File: src/rtl/wsc_pkg.sv
`timescale 1ns / 1ps
package wsc_pkg;

  localparam int STEP_COUNT_BITS_DEF = 20;
  localparam int CFG_W               = 20;
  localparam int CFG_IDX_W           = 3;
  localparam int CFG_STEP_W          = 20;

  localparam logic [CFG_IDX_W-1:0] CFG_STEP_PERIOD    = 3'd0;
  localparam logic [CFG_IDX_W-1:0] CFG_STRIP_STEPS    = 3'd1;
  localparam logic [CFG_IDX_W-1:0] CFG_MAIN_STEPS     = 3'd2;
  localparam logic [CFG_IDX_W-1:0] CFG_DEBOUNCE_LIMIT = 3'd3;
  localparam logic [CFG_IDX_W-1:0] CFG_ISO_CUT_TICKS  = 3'd4;

  localparam logic [15:0]           STEP_PERIOD_RST    = 16'd40;
  localparam logic [CFG_STEP_W-1:0] STRIP_STEPS_RST    = 20'd13;
  localparam logic [CFG_STEP_W-1:0] MAIN_STEPS_RST     = 20'd154;
  localparam logic [7:0]            DEBOUNCE_LIMIT_RST = 8'd100;
  localparam logic [15:0]           ISO_CUT_TICKS_RST  = 16'd1510;

  localparam logic ACT_TICK = 1'b0;
  localparam logic ACT_LOOP = 1'b1;

  localparam logic DIR_RETRACT = 1'b0;
  localparam logic DIR_EXTRACT = 1'b1;

  typedef enum logic [2:0] {
    MOT_STOP        = 3'd0,
    MOT_CUT         = 3'd1,
    MOT_CUT_ISO     = 3'd2,
    MOT_CUTTING     = 3'd3,
    MOT_CUTTING_ISO = 3'd4,
    MOT_REVERSE     = 3'd5,
    MOT_CALIBRATE   = 3'd6,
    MOT_INIT        = 3'd7
  } mot_state_t;

  typedef enum logic [3:0] {
    SEQ_WAIT        = 4'd0,
    SEQ_START       = 4'd1,
    SEQ_EXT_FRONT   = 4'd2,
    SEQ_EXT_BACK    = 4'd3,
    SEQ_PREP_FRONT  = 4'd4,
    SEQ_PREP_BACK   = 4'd5,
    SEQ_RETRACT     = 4'd6,
    SEQ_RETRACT_FIN = 4'd7,
    SEQ_OPEN_CUTTER = 4'd8,
    SEQ_EXT_MAIN    = 4'd9,
    SEQ_CHOP        = 4'd10,
    SEQ_DONE        = 4'd11
  } seq_state_t;

  typedef enum logic [1:0] {
    DRV_OFF = 2'd0,
    DRV_FWD = 2'd1,
    DRV_REV = 2'd2
  } drive_t;

  typedef struct packed {
    logic action;
    logic down_button;
    logic up_button;
    logic cutter_home;
  } in_item_t;

  typedef struct packed {
    logic       step_level;
    logic       feed_direction;
    logic [1:0] cutter_drive;
    logic       stepper_enable;
    logic [2:0] motor_state;
    logic [3:0] sequence_state;
    logic       steps_pending;
  } out_item_t;

  typedef struct packed {
    logic [15:0]           step_period;
    logic [CFG_STEP_W-1:0] strip_steps;
    logic [CFG_STEP_W-1:0] main_steps;
    logic [7:0]            debounce_limit;
    logic [15:0]           iso_cut_ticks;
  } cfg_t;

endpackage

File: src/rtl/wsc_cfg_regs.sv
`timescale 1ns / 1ps
module wsc_cfg_regs
  import wsc_pkg::*;
(
  input  logic                 clk,
  input  logic                 rst_n,
  input  logic                 cfg_we,
  input  logic [CFG_IDX_W-1:0] cfg_index,
  input  logic [CFG_W-1:0]     cfg_wdata,
  output cfg_t                 cfg
);

  cfg_t cfg_r;
  cfg_t cfg_nxt;

  always_comb begin
    cfg_nxt = cfg_r;
    if (cfg_we) begin
      case (cfg_index)
        CFG_STEP_PERIOD:    cfg_nxt.step_period    = cfg_wdata[15:0];
        CFG_STRIP_STEPS:    cfg_nxt.strip_steps    = cfg_wdata[CFG_STEP_W-1:0];
        CFG_MAIN_STEPS:     cfg_nxt.main_steps     = cfg_wdata[CFG_STEP_W-1:0];
        CFG_DEBOUNCE_LIMIT: cfg_nxt.debounce_limit = cfg_wdata[7:0];
        CFG_ISO_CUT_TICKS:  cfg_nxt.iso_cut_ticks  = cfg_wdata[15:0];
        default:            cfg_nxt = cfg_r;
      endcase
    end
  end

  always_ff @(posedge clk) begin
    if (!rst_n) begin
      cfg_r.step_period    <= STEP_PERIOD_RST;
      cfg_r.strip_steps    <= STRIP_STEPS_RST;
      cfg_r.main_steps     <= MAIN_STEPS_RST;
      cfg_r.debounce_limit <= DEBOUNCE_LIMIT_RST;
      cfg_r.iso_cut_ticks  <= ISO_CUT_TICKS_RST;
    end else begin
      cfg_r <= cfg_nxt;
    end
  end

  assign cfg = cfg_r;

endmodule

File: src/rtl/wsc_engine.sv
`timescale 1ns / 1ps
module wsc_engine
  import wsc_pkg::*;
#(
  parameter int STEP_COUNT_BITS = STEP_COUNT_BITS_DEF
) (
  input  logic      clk,
  input  logic      rst_n,
  input  logic      go,
  input  in_item_t  item,
  input  cfg_t      cfg,
  output out_item_t result_nxt
);

  localparam int SW = STEP_COUNT_BITS;

  logic [15:0] tick_count_r,   tick_count_nxt;
  logic [15:0] cutter_timer_r, cutter_timer_nxt;
  logic [SW-1:0] steps_left_r, steps_left_nxt;
  logic        direction_r,    direction_nxt;
  logic        step_pin_r,     step_pin_nxt;
  seq_state_t  seq_state_r,    seq_state_nxt;
  mot_state_t  mot_state_r,    mot_state_nxt;
  logic [7:0]  debounce_r,     debounce_nxt;
  drive_t      drive_r,        drive_nxt;
  logic        enable_r,       enable_nxt;
  logic [1:0]  last_buttons_r, last_buttons_nxt;

  logic [SW-1:0] strip_ld;
  logic [SW-1:0] main_ld;
  logic [15:0]   tick_inc;
  logic [7:0]    deb_sat;
  logic          down_rel;
  logic          up_rel;
  mot_state_t    mot_pre;
  mot_state_t    mot_seq;

  // step counts are cut or zero-extended to the counter width
  if (SW <= CFG_STEP_W) begin : g_ld_trunc
    assign strip_ld = cfg.strip_steps[SW-1:0];
    assign main_ld  = cfg.main_steps[SW-1:0];
  end else begin : g_ld_ext
    assign strip_ld = {{(SW-CFG_STEP_W){1'b0}}, cfg.strip_steps};
    assign main_ld  = {{(SW-CFG_STEP_W){1'b0}}, cfg.main_steps};
  end

  assign tick_inc = tick_count_r + 16'd1;
  assign deb_sat  = (debounce_r == 8'hFF) ? debounce_r : debounce_r + 8'd1;
  assign down_rel = last_buttons_r[0] && !item.down_button;
  assign up_rel   = last_buttons_r[1] && !item.up_button;

  // next state
  always_comb begin
    tick_count_nxt   = tick_count_r;
    cutter_timer_nxt = cutter_timer_r;
    steps_left_nxt   = steps_left_r;
    direction_nxt    = direction_r;
    step_pin_nxt     = step_pin_r;
    seq_state_nxt    = seq_state_r;
    mot_state_nxt    = mot_state_r;
    debounce_nxt     = debounce_r;
    drive_nxt        = drive_r;
    enable_nxt       = enable_r;
    last_buttons_nxt = last_buttons_r;
    mot_pre          = mot_state_r;
    mot_seq          = mot_state_r;

    if (go) begin
      if (item.action == ACT_TICK) begin
        tick_count_nxt = tick_inc;
        if (cutter_timer_r != 16'd0) cutter_timer_nxt = cutter_timer_r - 16'd1;
        if (tick_inc >= cfg.step_period) begin
          tick_count_nxt = 16'd0;
          if (steps_left_r != '0) begin
            step_pin_nxt   = !step_pin_r;
            steps_left_nxt = steps_left_r - SW'(1);
          end else begin
            step_pin_nxt = 1'b0;
          end
        end
      end else begin
        if (mot_state_r == MOT_INIT) mot_pre = item.cutter_home ? MOT_STOP : MOT_CALIBRATE;
        if (up_rel) mot_pre = MOT_CUT_ISO;
        mot_seq = mot_pre;

        // wire sequence
        case (seq_state_r)
          SEQ_WAIT: begin
            if (down_rel) begin
              enable_nxt     = 1'b1;
              steps_left_nxt = strip_ld;
              seq_state_nxt  = SEQ_EXT_FRONT;
            end
          end
          SEQ_EXT_FRONT: begin
            if (steps_left_r == '0) begin
              mot_seq       = MOT_CUT_ISO;
              seq_state_nxt = SEQ_RETRACT;
            end
          end
          SEQ_RETRACT: begin
            if (mot_pre == MOT_STOP) begin
              enable_nxt     = 1'b1;
              direction_nxt  = DIR_RETRACT;
              steps_left_nxt = strip_ld;
              seq_state_nxt  = SEQ_RETRACT_FIN;
            end
          end
          SEQ_RETRACT_FIN: begin
            if (steps_left_r == '0) begin
              mot_seq       = MOT_REVERSE;
              direction_nxt = DIR_EXTRACT;
              seq_state_nxt = SEQ_PREP_FRONT;
            end
          end
          SEQ_PREP_FRONT: begin
            if (mot_pre == MOT_STOP) begin
              enable_nxt     = 1'b1;
              steps_left_nxt = main_ld;
              seq_state_nxt  = SEQ_EXT_MAIN;
            end
          end
          SEQ_EXT_MAIN: begin
            if (steps_left_r == '0) begin
              mot_seq       = MOT_CUT_ISO;
              seq_state_nxt = SEQ_PREP_BACK;
            end
          end
          SEQ_PREP_BACK: begin
            if (mot_pre == MOT_STOP) begin
              steps_left_nxt = strip_ld;
              seq_state_nxt  = SEQ_EXT_BACK;
            end
          end
          SEQ_EXT_BACK: begin
            if (steps_left_r == '0) begin
              mot_seq       = MOT_CUT;
              seq_state_nxt = SEQ_CHOP;
            end
          end
          SEQ_CHOP: begin
            if (mot_pre == MOT_STOP) seq_state_nxt = SEQ_DONE;
          end
          SEQ_DONE: begin
            seq_state_nxt = SEQ_WAIT;
            enable_nxt    = 1'b0;
          end
          default: seq_state_nxt = seq_state_r;
        endcase

        // cutter motor
        mot_state_nxt = mot_seq;
        case (mot_seq)
          MOT_STOP: drive_nxt = DRV_OFF;
          MOT_CUT, MOT_CUT_ISO: begin
            drive_nxt    = DRV_FWD;
            debounce_nxt = item.cutter_home ? 8'd0 : deb_sat;
            if (debounce_nxt < cfg.debounce_limit) begin
              if (mot_seq == MOT_CUT_ISO) cutter_timer_nxt = cfg.iso_cut_ticks;
            end else begin
              mot_state_nxt = (mot_seq == MOT_CUT) ? MOT_CUTTING : MOT_CUTTING_ISO;
            end
          end
          MOT_CUTTING_ISO: begin
            if (cutter_timer_r == 16'd0) begin
              drive_nxt     = DRV_REV;
              mot_state_nxt = MOT_REVERSE;
            end
          end
          MOT_REVERSE: begin
            drive_nxt     = DRV_REV;
            mot_state_nxt = MOT_CUTTING;
          end
          MOT_CALIBRATE: mot_state_nxt = MOT_CUT;
          MOT_CUTTING: begin
            debounce_nxt = item.cutter_home ? deb_sat : 8'd0;
            if (debounce_nxt > cfg.debounce_limit) begin
              drive_nxt     = DRV_OFF;
              mot_state_nxt = MOT_STOP;
            end
          end
          default: mot_state_nxt = mot_seq;
        endcase

        last_buttons_nxt = {item.up_button, item.down_button};
      end
    end
  end

  // result fields
  always_comb begin
    result_nxt.step_level     = step_pin_nxt;
    result_nxt.feed_direction = direction_nxt;
    result_nxt.cutter_drive   = drive_nxt;
    result_nxt.stepper_enable = enable_nxt;
    result_nxt.motor_state    = mot_state_nxt;
    result_nxt.sequence_state = seq_state_nxt;
    result_nxt.steps_pending  = |steps_left_nxt;
  end

  always_ff @(posedge clk) begin
    if (!rst_n) begin
      tick_count_r   <= 16'd0;
      cutter_timer_r <= 16'd0;
      steps_left_r   <= '0;
      direction_r    <= DIR_EXTRACT;
      step_pin_r     <= 1'b0;
      seq_state_r    <= SEQ_WAIT;
      mot_state_r    <= MOT_INIT;
      debounce_r     <= 8'd0;
      drive_r        <= DRV_OFF;
      enable_r       <= 1'b0;
      last_buttons_r <= 2'b00;
    end else begin
      tick_count_r   <= tick_count_nxt;
      cutter_timer_r <= cutter_timer_nxt;
      steps_left_r   <= steps_left_nxt;
      direction_r    <= direction_nxt;
      step_pin_r     <= step_pin_nxt;
      seq_state_r    <= seq_state_nxt;
      mot_state_r    <= mot_state_nxt;
      debounce_r     <= debounce_nxt;
      drive_r        <= drive_nxt;
      enable_r       <= enable_nxt;
      last_buttons_r <= last_buttons_nxt;
    end
  end

endmodule

File: src/rtl/wire_strip_cut_sequencer_unit.sv
`timescale 1ns / 1ps
// Wire strip-and-cut sequencer: drives a stepper wire feeder and a cutter motor.
// Input channel in_valid/in_stall/in_item: each item is a timer tick
// (action 0) or a control-loop step (action 1) carrying the button and
// cutter home switch samples. Every item yields exactly one result item on
// out_valid/out_stall/out_item with the step pin, direction, cutter drive,
// stepper enable, motor and sequence states, and a steps-pending flag.
// Each item passes the input register, then the result register, before its
// result shows on out_item.
// Throughput: one item per cycle while out_stall is low; the combinational
// state update between the input and result registers sets that rate.
// A stalled result is held in the result register while the next item waits
// in the input register; in_stall rises only when both are full.
// cfg_we/cfg_index/cfg_wdata write the configuration registers; write them
// only while the block is idle.
// Reset (rst_n low, synchronous) empties both registers, loads the default
// configuration and puts the motor machine in init, which picks stop or
// calibrate from the first home switch sample.
module wire_strip_cut_sequencer_unit
  import wsc_pkg::*;
#(
  parameter int STEP_COUNT_BITS = STEP_COUNT_BITS_DEF
) (
  input  logic                 clk,
  input  logic                 rst_n,
  input  logic                 in_valid,
  output logic                 in_stall,
  input  in_item_t             in_item,
  output logic                 out_valid,
  input  logic                 out_stall,
  output out_item_t            out_item,
  input  logic                 cfg_we,
  input  logic [CFG_IDX_W-1:0] cfg_index,
  input  logic [CFG_W-1:0]     cfg_wdata
);

  cfg_t      cfg;
  out_item_t result_nxt;

  logic      in_valid_r, in_valid_nxt;
  in_item_t  in_item_r;
  logic      out_valid_r, out_valid_nxt;
  out_item_t out_item_r;
  logic      advance;
  logic      in_take;

  assign advance  = in_valid_r && (!out_valid_r || !out_stall);
  assign in_stall = in_valid_r && !advance;
  assign in_take  = in_valid && !in_stall;

  always_comb begin
    in_valid_nxt = in_valid_r;
    if (in_take)      in_valid_nxt = 1'b1;
    else if (advance) in_valid_nxt = 1'b0;

    out_valid_nxt = out_valid_r && out_stall;
    if (advance) out_valid_nxt = 1'b1;
  end

  always_ff @(posedge clk) begin
    if (!rst_n) begin
      in_valid_r  <= 1'b0;
      out_valid_r <= 1'b0;
    end else begin
      in_valid_r  <= in_valid_nxt;
      out_valid_r <= out_valid_nxt;
    end
  end

  always_ff @(posedge clk) begin
    if (in_take) in_item_r <= in_item;
    if (advance) out_item_r <= result_nxt;
  end

  wsc_cfg_regs u_cfg (
    .clk       (clk),
    .rst_n     (rst_n),
    .cfg_we    (cfg_we),
    .cfg_index (cfg_index),
    .cfg_wdata (cfg_wdata),
    .cfg       (cfg)
  );

  wsc_engine #(
    .STEP_COUNT_BITS (STEP_COUNT_BITS)
  ) u_engine (
    .clk        (clk),
    .rst_n      (rst_n),
    .go         (advance),
    .item       (in_item_r),
    .cfg        (cfg),
    .result_nxt (result_nxt)
  );

  assign out_valid = out_valid_r;
  assign out_item  = out_item_r;

endmodule

File: config.mk
export PLATFORM = sky130hd
export DESIGN_NAME = wire_strip_cut_sequencer_unit
export DESIGN_NICKNAME = d
export VERILOG_FILES = /design/src/rtl/wsc_pkg.sv /design/src/rtl/wsc_cfg_regs.sv /design/src/rtl/wsc_engine.sv /design/src/rtl/wire_strip_cut_sequencer_unit.sv
export SDC_FILE = /design/constraint.sdc
export NUM_CORES = 1
export LEC_CHECK = 0
export CAP_MARGIN = 20
export CORE_ASPECT_RATIO = 0.6
export CORE_UTILIZATION = 50
export CTS_BUF_LIST = sky130_fd_sc_hd__clkbuf_4
export DETAILED_ROUTE_END_ITERATION = 10
export DONT_BUFFER_PORTS = 1
export SLEW_MARGIN = 25
export SYNTH_ARGS = -nofsm -noshare
export SYNTH_HDL_FRONTEND = slang
export SYNTH_SLANG_ARGS = --single-unit
File: constraint.sdc
create_clock -name clk -period 5.9 [get_ports clk]
set_input_delay 0.885 -clock clk [delete_from_list [all_inputs] [get_ports clk]]
set_output_delay 0.885 -clock clk [all_outputs]
set_load 0.005 [all_outputs]
==> flow_summary.toml, run 1 <==
[run_status]
status = "finished clean"

[sta]
fin_crit_ns = 5.37
setup_ws_ns = 0.527
slew_viol_final = 0
finalSetupViolations = 0
clock_skew_ns = 0.0220
timing.hold.ws_ns = 0.356
clock.fmax_mhz = 186
slew_headroom_pct = 26.2
grt_setup_unrepaired = "false"
hold_violations = 0
worst_pin_slew_ns = 1.11
fin_crit_sh_pct = 91.1
final.setup.tns_ns = 0

[setup_path]
r2r_cells = 17
cp.required_ns = 6.24
crit_path_max_fanout = 13
cp_data_arrival_time_ns = 5.72
critPathLaunchType = "flop"
slowest_stage = "a2111oi_0"
reg2reg_to = "out_item[0]"
r2r_slack_ns = 0.53
slowest_delay_ns = 0.60
crit_family = "compound AO/OA/AOI/OAI gates"
worstSetupEndpointType = "flop"
crit_type = "reg2reg"
cp_num_buf_inv = 0
cp_cell_sequence = "ha_1, and3_1, and3_1, and3_1, nand3_1, nor2_1, xor2_1, ha_1, o21ai_0, nor2_1, a2111oi_0, o21a_1, nor2_1, a311o_1, a22o_1, nor4b_1, nand4_1"
crit-reg2reg-launch = "u_engine.tick_count_r[0]"

[global_route]
grt_max_degree = 61
grt_util_met2_pct = 38.7
antenna_found_initial = 0
track_usage_pct = 30.3
first_global_vias = 7859
busiest_layer = "met1"
grt_overflow = 0
grtUsageMet3_pct = 6.86
grt_pass1_wl_um = 45800
use_met1_pct = 48.6

[synth]
synth_area_um2 = 9610
yosysTopAreaCell = "dfxtp_1"
synth_enable_flop_cells = 17
yosysSeqAreaShare_pct = 37.8
synth_most_common_cell = "nand2_1"
yosysWarningCount = 0
netlist.area_leader.share_pct = 32.5
synth_flop_cell = "dfxtp_1"
ys_ff_latch = 173
syn_inst = 1250
yosys-top-cells-area = "dfxtp_1 33%, nand2_1 9.5%, a21oi_1 7.2%"
syn_nets = 1318
synth_area_per_cell_um2 = 7.68
synthArstFlopShare_pct = 0
synth_common_cells = "242 x nand2_1, 156 x dfxtp_1, 139 x a21oi_1"
ys_types = 79

[drt]
drt_iter0_drc = 1273
drt_wl_total_um = 29300
drc_errors = 0
wire_per_inst_um = 20.1
drt-pass1-iter-count = 6
route.vias.total = 9018
ant_nets = 0
viasPerCell = 6.19

[power_and_ir_drop]
p_leak_uw = 0.00375
switching_share_pct = 32.6
power.switching_uw = 777
p_clk_share_pct = 29.6
p_int_uw = 1610
pwr_density_cell_nw_per_um2 = 239
fin_total_pwr_uw = 2380
peakVddDrop_uv = 142
pwr-share-comb_pct = 17.4
seq_power_share_pct = 52.9

[placed_design]
io_buffers = 0
dp_hpwl_um = 20400
pre_cts_slack_ns = 0.705
place_congestion = 0.967

[floorplanning]
row_count = 38
pin_count = 47
dieArea_um2 = 19800
die_width_um = 181
core_area_um2 = 18400
initial_core_util_pct = 52.1
die_h_um = 109

[clock_tree]
clk_latency_ns = 0.62
numClockSinks = 173
cts_tree = "built"
cts_resized = 0
clock_path_buffers = 2
root_buffer = "clkbuf_4"
cts_setup_buffers = 0
hold_buffers = 0
clkSlewWorstSetupHoldPaths_ns = 0.15
htreeDepth = 4
cts_made_buffers = 17

[flow_run]
max_cap_violations = 0

[final_layout]
syn_to_final_growth_pct = 4.09
drive_gt1_share_pct = 5.83
antenna_cells = 0
fillers = 1781
nets = 1273
post-route-util_pct = 54.2

[worst_hold_path]
hp-start = "in_item[3]"
min-delay-path-class = "in2reg"
min_to = "in_item_r[3]"
hold_depth = 0
==> cells by family (layout without fill, tap and decap cells) <==
| kind of cell | count (synthesis) | count (layout) | synth area share (%) |
|---|---|---|---|
| compound gates | 340 | 340 | 22.5 |
| xor+xnor | 21 | 21 | 1.91 |
| fa+ha+maj | 36 | 36 | 4.69 |
| buf+inv | 111 | 78 | 4.47 |
| flops | 173 | 173 | 37.8 |
| mux | 8 | 8 | 0.847 |
| simple gates | 561 | 561 | 27.8 |
==> cells in the final DEF, fill, tap and decap left out, types with 13 or more instances in the layout <==
cell type and count:
nand2_1 242, dfxtp_1 156, a21oi_1 138, nor2_1 103, o21ai_0 51, nand3_1 50
ha_1 36, inv_1 32, nor3_1 30, and3_1 24, and2_1 18, clkbuf_4 17
edfxtp_1 17, a31oi_1 15, a22oi_1 15, nand4_1 14, nand3b_1 13, o211ai_1 13
buf_4 13
==> power groups by stage <==
stage               logic [uW]  clock network (uW)  registers (uW)
floorplan                  316                   0            1270
global placement           403                   0            1290
detailed placement         405                   0            1290
CTS                        406                 724            1260
global route               457                 766            1270
finish                     415                 707            1260
==> layer usage <==
layer  vias to the layer above  part of all wire, %
li1                       4378                    -
met1                      4191                   52
met2                       416                   37
met3                        33                  9.8
met4                         0                  1.5
met5                         -                    0
==> how the worst max path moves through the flow <==
stage,startpoint,endpoint,slack [ns],cells past startpoint
floorplan,u_engine.tick_count_r[0],out_item[0],1.57,19
global placement,u_engine.tick_count_r[0],out_item[0],0.86,17
detailed placement,u_engine.tick_count_r[0],out_item[0],0.70,17
CTS,u_engine.tick_count_r[0],out_item[0],0.66,17
global route,u_engine.tick_count_r[0],out_item[0],0.12,17
finish,u_engine.tick_count_r[0],out_item[0],0.53,17
==> per-stage QoR <==
step                      instances  cell area (um2)
after floorplan                1250             9610
after global placement         1426             9720
after detailed placement       1426             9730
after CTS                      1457            10000
after global routing           1457            10000
final                          1457            10000
==> area by class of cell <==
cell class	instances	area [um2]	area share, %
Tap cell	240	300	3.00
Multi-Input combinational cell	966	5570	55.7
Clock inverter	14	145	1.45
Sequential cell	173	3630	36.3
Inverter	34	129	1.29
Clock buffer	17	128	1.28
Timing Repair Buffer	13	97.6	0.976
==> sequential cells by signal, summed over array words and instances (netlist names) <==
name                     count
u_cfg.cfg                   80
u_engine.steps_left_r       20
u_engine.cutter_timer_r     16
u_engine.tick_count_r       16
out_item                    13
u_engine.debounce_r          8
in_item_r                    4
u_engine.seq_state_r         4
u_engine.mot_state_r         3
u_engine.drive_r             2
u_engine.last_buttons_r      2
in_valid_r                   1
out_valid                    1
u_engine.direction_r         1
u_engine.enable_r            1
u_engine.step_pin_r          1
Power figures use the tool's default switching activity.
==> run 2, diff against run 1 <==
--- a/config.mk
+++ b/config.mk
@@ -7,6 +7,7 @@
 export LEC_CHECK = 0
 export CAP_MARGIN = 20
 export CORE_ASPECT_RATIO = 0.6
+export CORE_MARGIN = 5
 export CORE_UTILIZATION = 50
 export CTS_BUF_LIST = sky130_fd_sc_hd__clkbuf_4
 export DETAILED_ROUTE_END_ITERATION = 10
==> flow_summary.toml, run 2 (synthesized netlist as in run 1, its figures left out) <==
[run_status]
status = "finished clean"

[global_route]
grt_max_degree = 57
track_usage_pct = 26.1
antenna_found_initial = 1
grt_overflow = 0
grt_pass1_wl_um = 46500
first_global_vias = 8019

[placed_design]
place_congestion = 0.967
place_area_um2 = 9740
dp_hpwl_um = 20600
io_buffers = 0

[clock_tree]
cts_made_buffers = 17
cts_resized = 0
htreeDepth = 4
cts_setup_buffers = 0
clock_path_buffers = 2
clk_latency_ns = 0.60
cts_tree = "built"
root_buffer = "clkbuf_4"
numClockSinks = 173
hold_buffers = 0
clkSlewWorstSetupHoldPaths_ns = 0.15

[setup_path]
crit_type = "reg2reg"
worstSetupEndpointType = "flop"
cp.required_ns = 6.24
cp_num_buf_inv = 0
critPathLaunchType = "flop"
slowest_delay_ns = 0.53
crit_path_max_fanout = 8
cp_cell_sequence = "ha_1, and3_1, and3_1, and3_1, nand3_1, nor2_1, xor2_1, ha_1, o21ai_0, nor2_1, a2111oi_0, o21a_1, nor2_1, o311ai_1, nand4_1, nor4b_1, nand4_1"
crit_family = "simple AND/OR/NAND/NOR gates"
cp_data_arrival_time_ns = 5.37
slowest_stage = "a2111oi_0"

[floorplanning]
row_count = 39
initial_core_util_pct = 50.7
pin_count = 47
die_h_um = 117
core_area_um2 = 18900
dieArea_um2 = 22200
die_width_um = 189

[drt]
drt-pass1-iter-count = 6
drt_wl_total_um = 29200
met1_length_um = 15100
top_layer = "met4"
wire_per_inst_um = 19.9
drt_iter0_drc = 1026
wl_met3_um = 2610
ant_nets = 0
drc_errors = 0
route.vias.total = 9052
viasPerCell = 6.17
route.met2.wl_um = 11200

[sta]
fin_crit_sh_pct = 85.3
final.setup.tns_ns = 0
fin_crit_ns = 5.03
clock.fmax_mhz = 199
hold_violations = 0
worst_pin_slew_ns = 1.03
clock_skew_ns = 0.0296
timing.hold.ws_ns = 0.368
slew_headroom_pct = 31.3
grt_setup_unrepaired = "false"
slew_viol_final = 0
finalSetupViolations = 0

[final_layout]
nets = 1275
fillers = 1900
largest_register_ffs = 80
final_common_cell = "nand2_1"
finish.instance_area_um2 = 10000
syn_to_final_growth_pct = 4.33
post-route-util_pct = 52.9
most-common-layout-cells = "242 x nand2_1, 156 x dfxtp_1, 139 x a21oi_1, 103 x nor2_1, 51 x o21ai_0"
drive_gt1_share_pct = 6.15

[power_and_ir_drop]
p_leak_uw = 0.00377
peakVddDrop_uv = 136
pwr_density_cell_nw_per_um2 = 238

[worst_hold_path]
min-delay-path-class = "in2reg"

[flow_run]
max_cap_violations = 0
## run 2: worst paths after layout
check                                start            end  slack (ns)  depth (start not counted)
setup reg to reg  u_engine.tick_count_r[0]    out_item[0]        0.87                         17
hold / removal                       rst_n   u_cfg.cfg[2]        0.37                          1
setup / recovery  u_engine.tick_count_r[0]    out_item[0]        0.87                         17
hold reg to reg              u_cfg.cfg[55]  u_cfg.cfg[55]        0.47                          2
## run 2: where the power goes
group	internal, uW	switching (uW)
Clock	263	446
Combinational	131	284
Sequential	1230	36.5
## run 2: metrics by stage
stage	cells	setup slack (ns)	total power [uW]
3_3_place_gp	1434	1.19	1690
3_5_place_dp	1434	0.992	1690
4_1_cts	1466	0.991	2400
5_1_grt	1467	0.438	2520
2_1_floorplan	1250	1.57	1590
6_report	1467	0.869	2390
## run 2: metal layers
layer  up-vias  track usage [%]
met5         -                0
met4         0             4.69
met3        32             6.00
met2       378             34.0
met1      4260             43.1
li1       4382                -
## run 2: layout make-up
type                       instances  area, um2  area share (%)
multi-input combinational        966       5560            55.5
sequential                       173       3630            36.3
tap                              246        308            3.07
clock buffer                      19        143            1.42
clock inverter                    13        135            1.35
inverter                          34        129            1.29
timing repair buffer              15        113            1.12
antenna                            1       2.50          0.0250
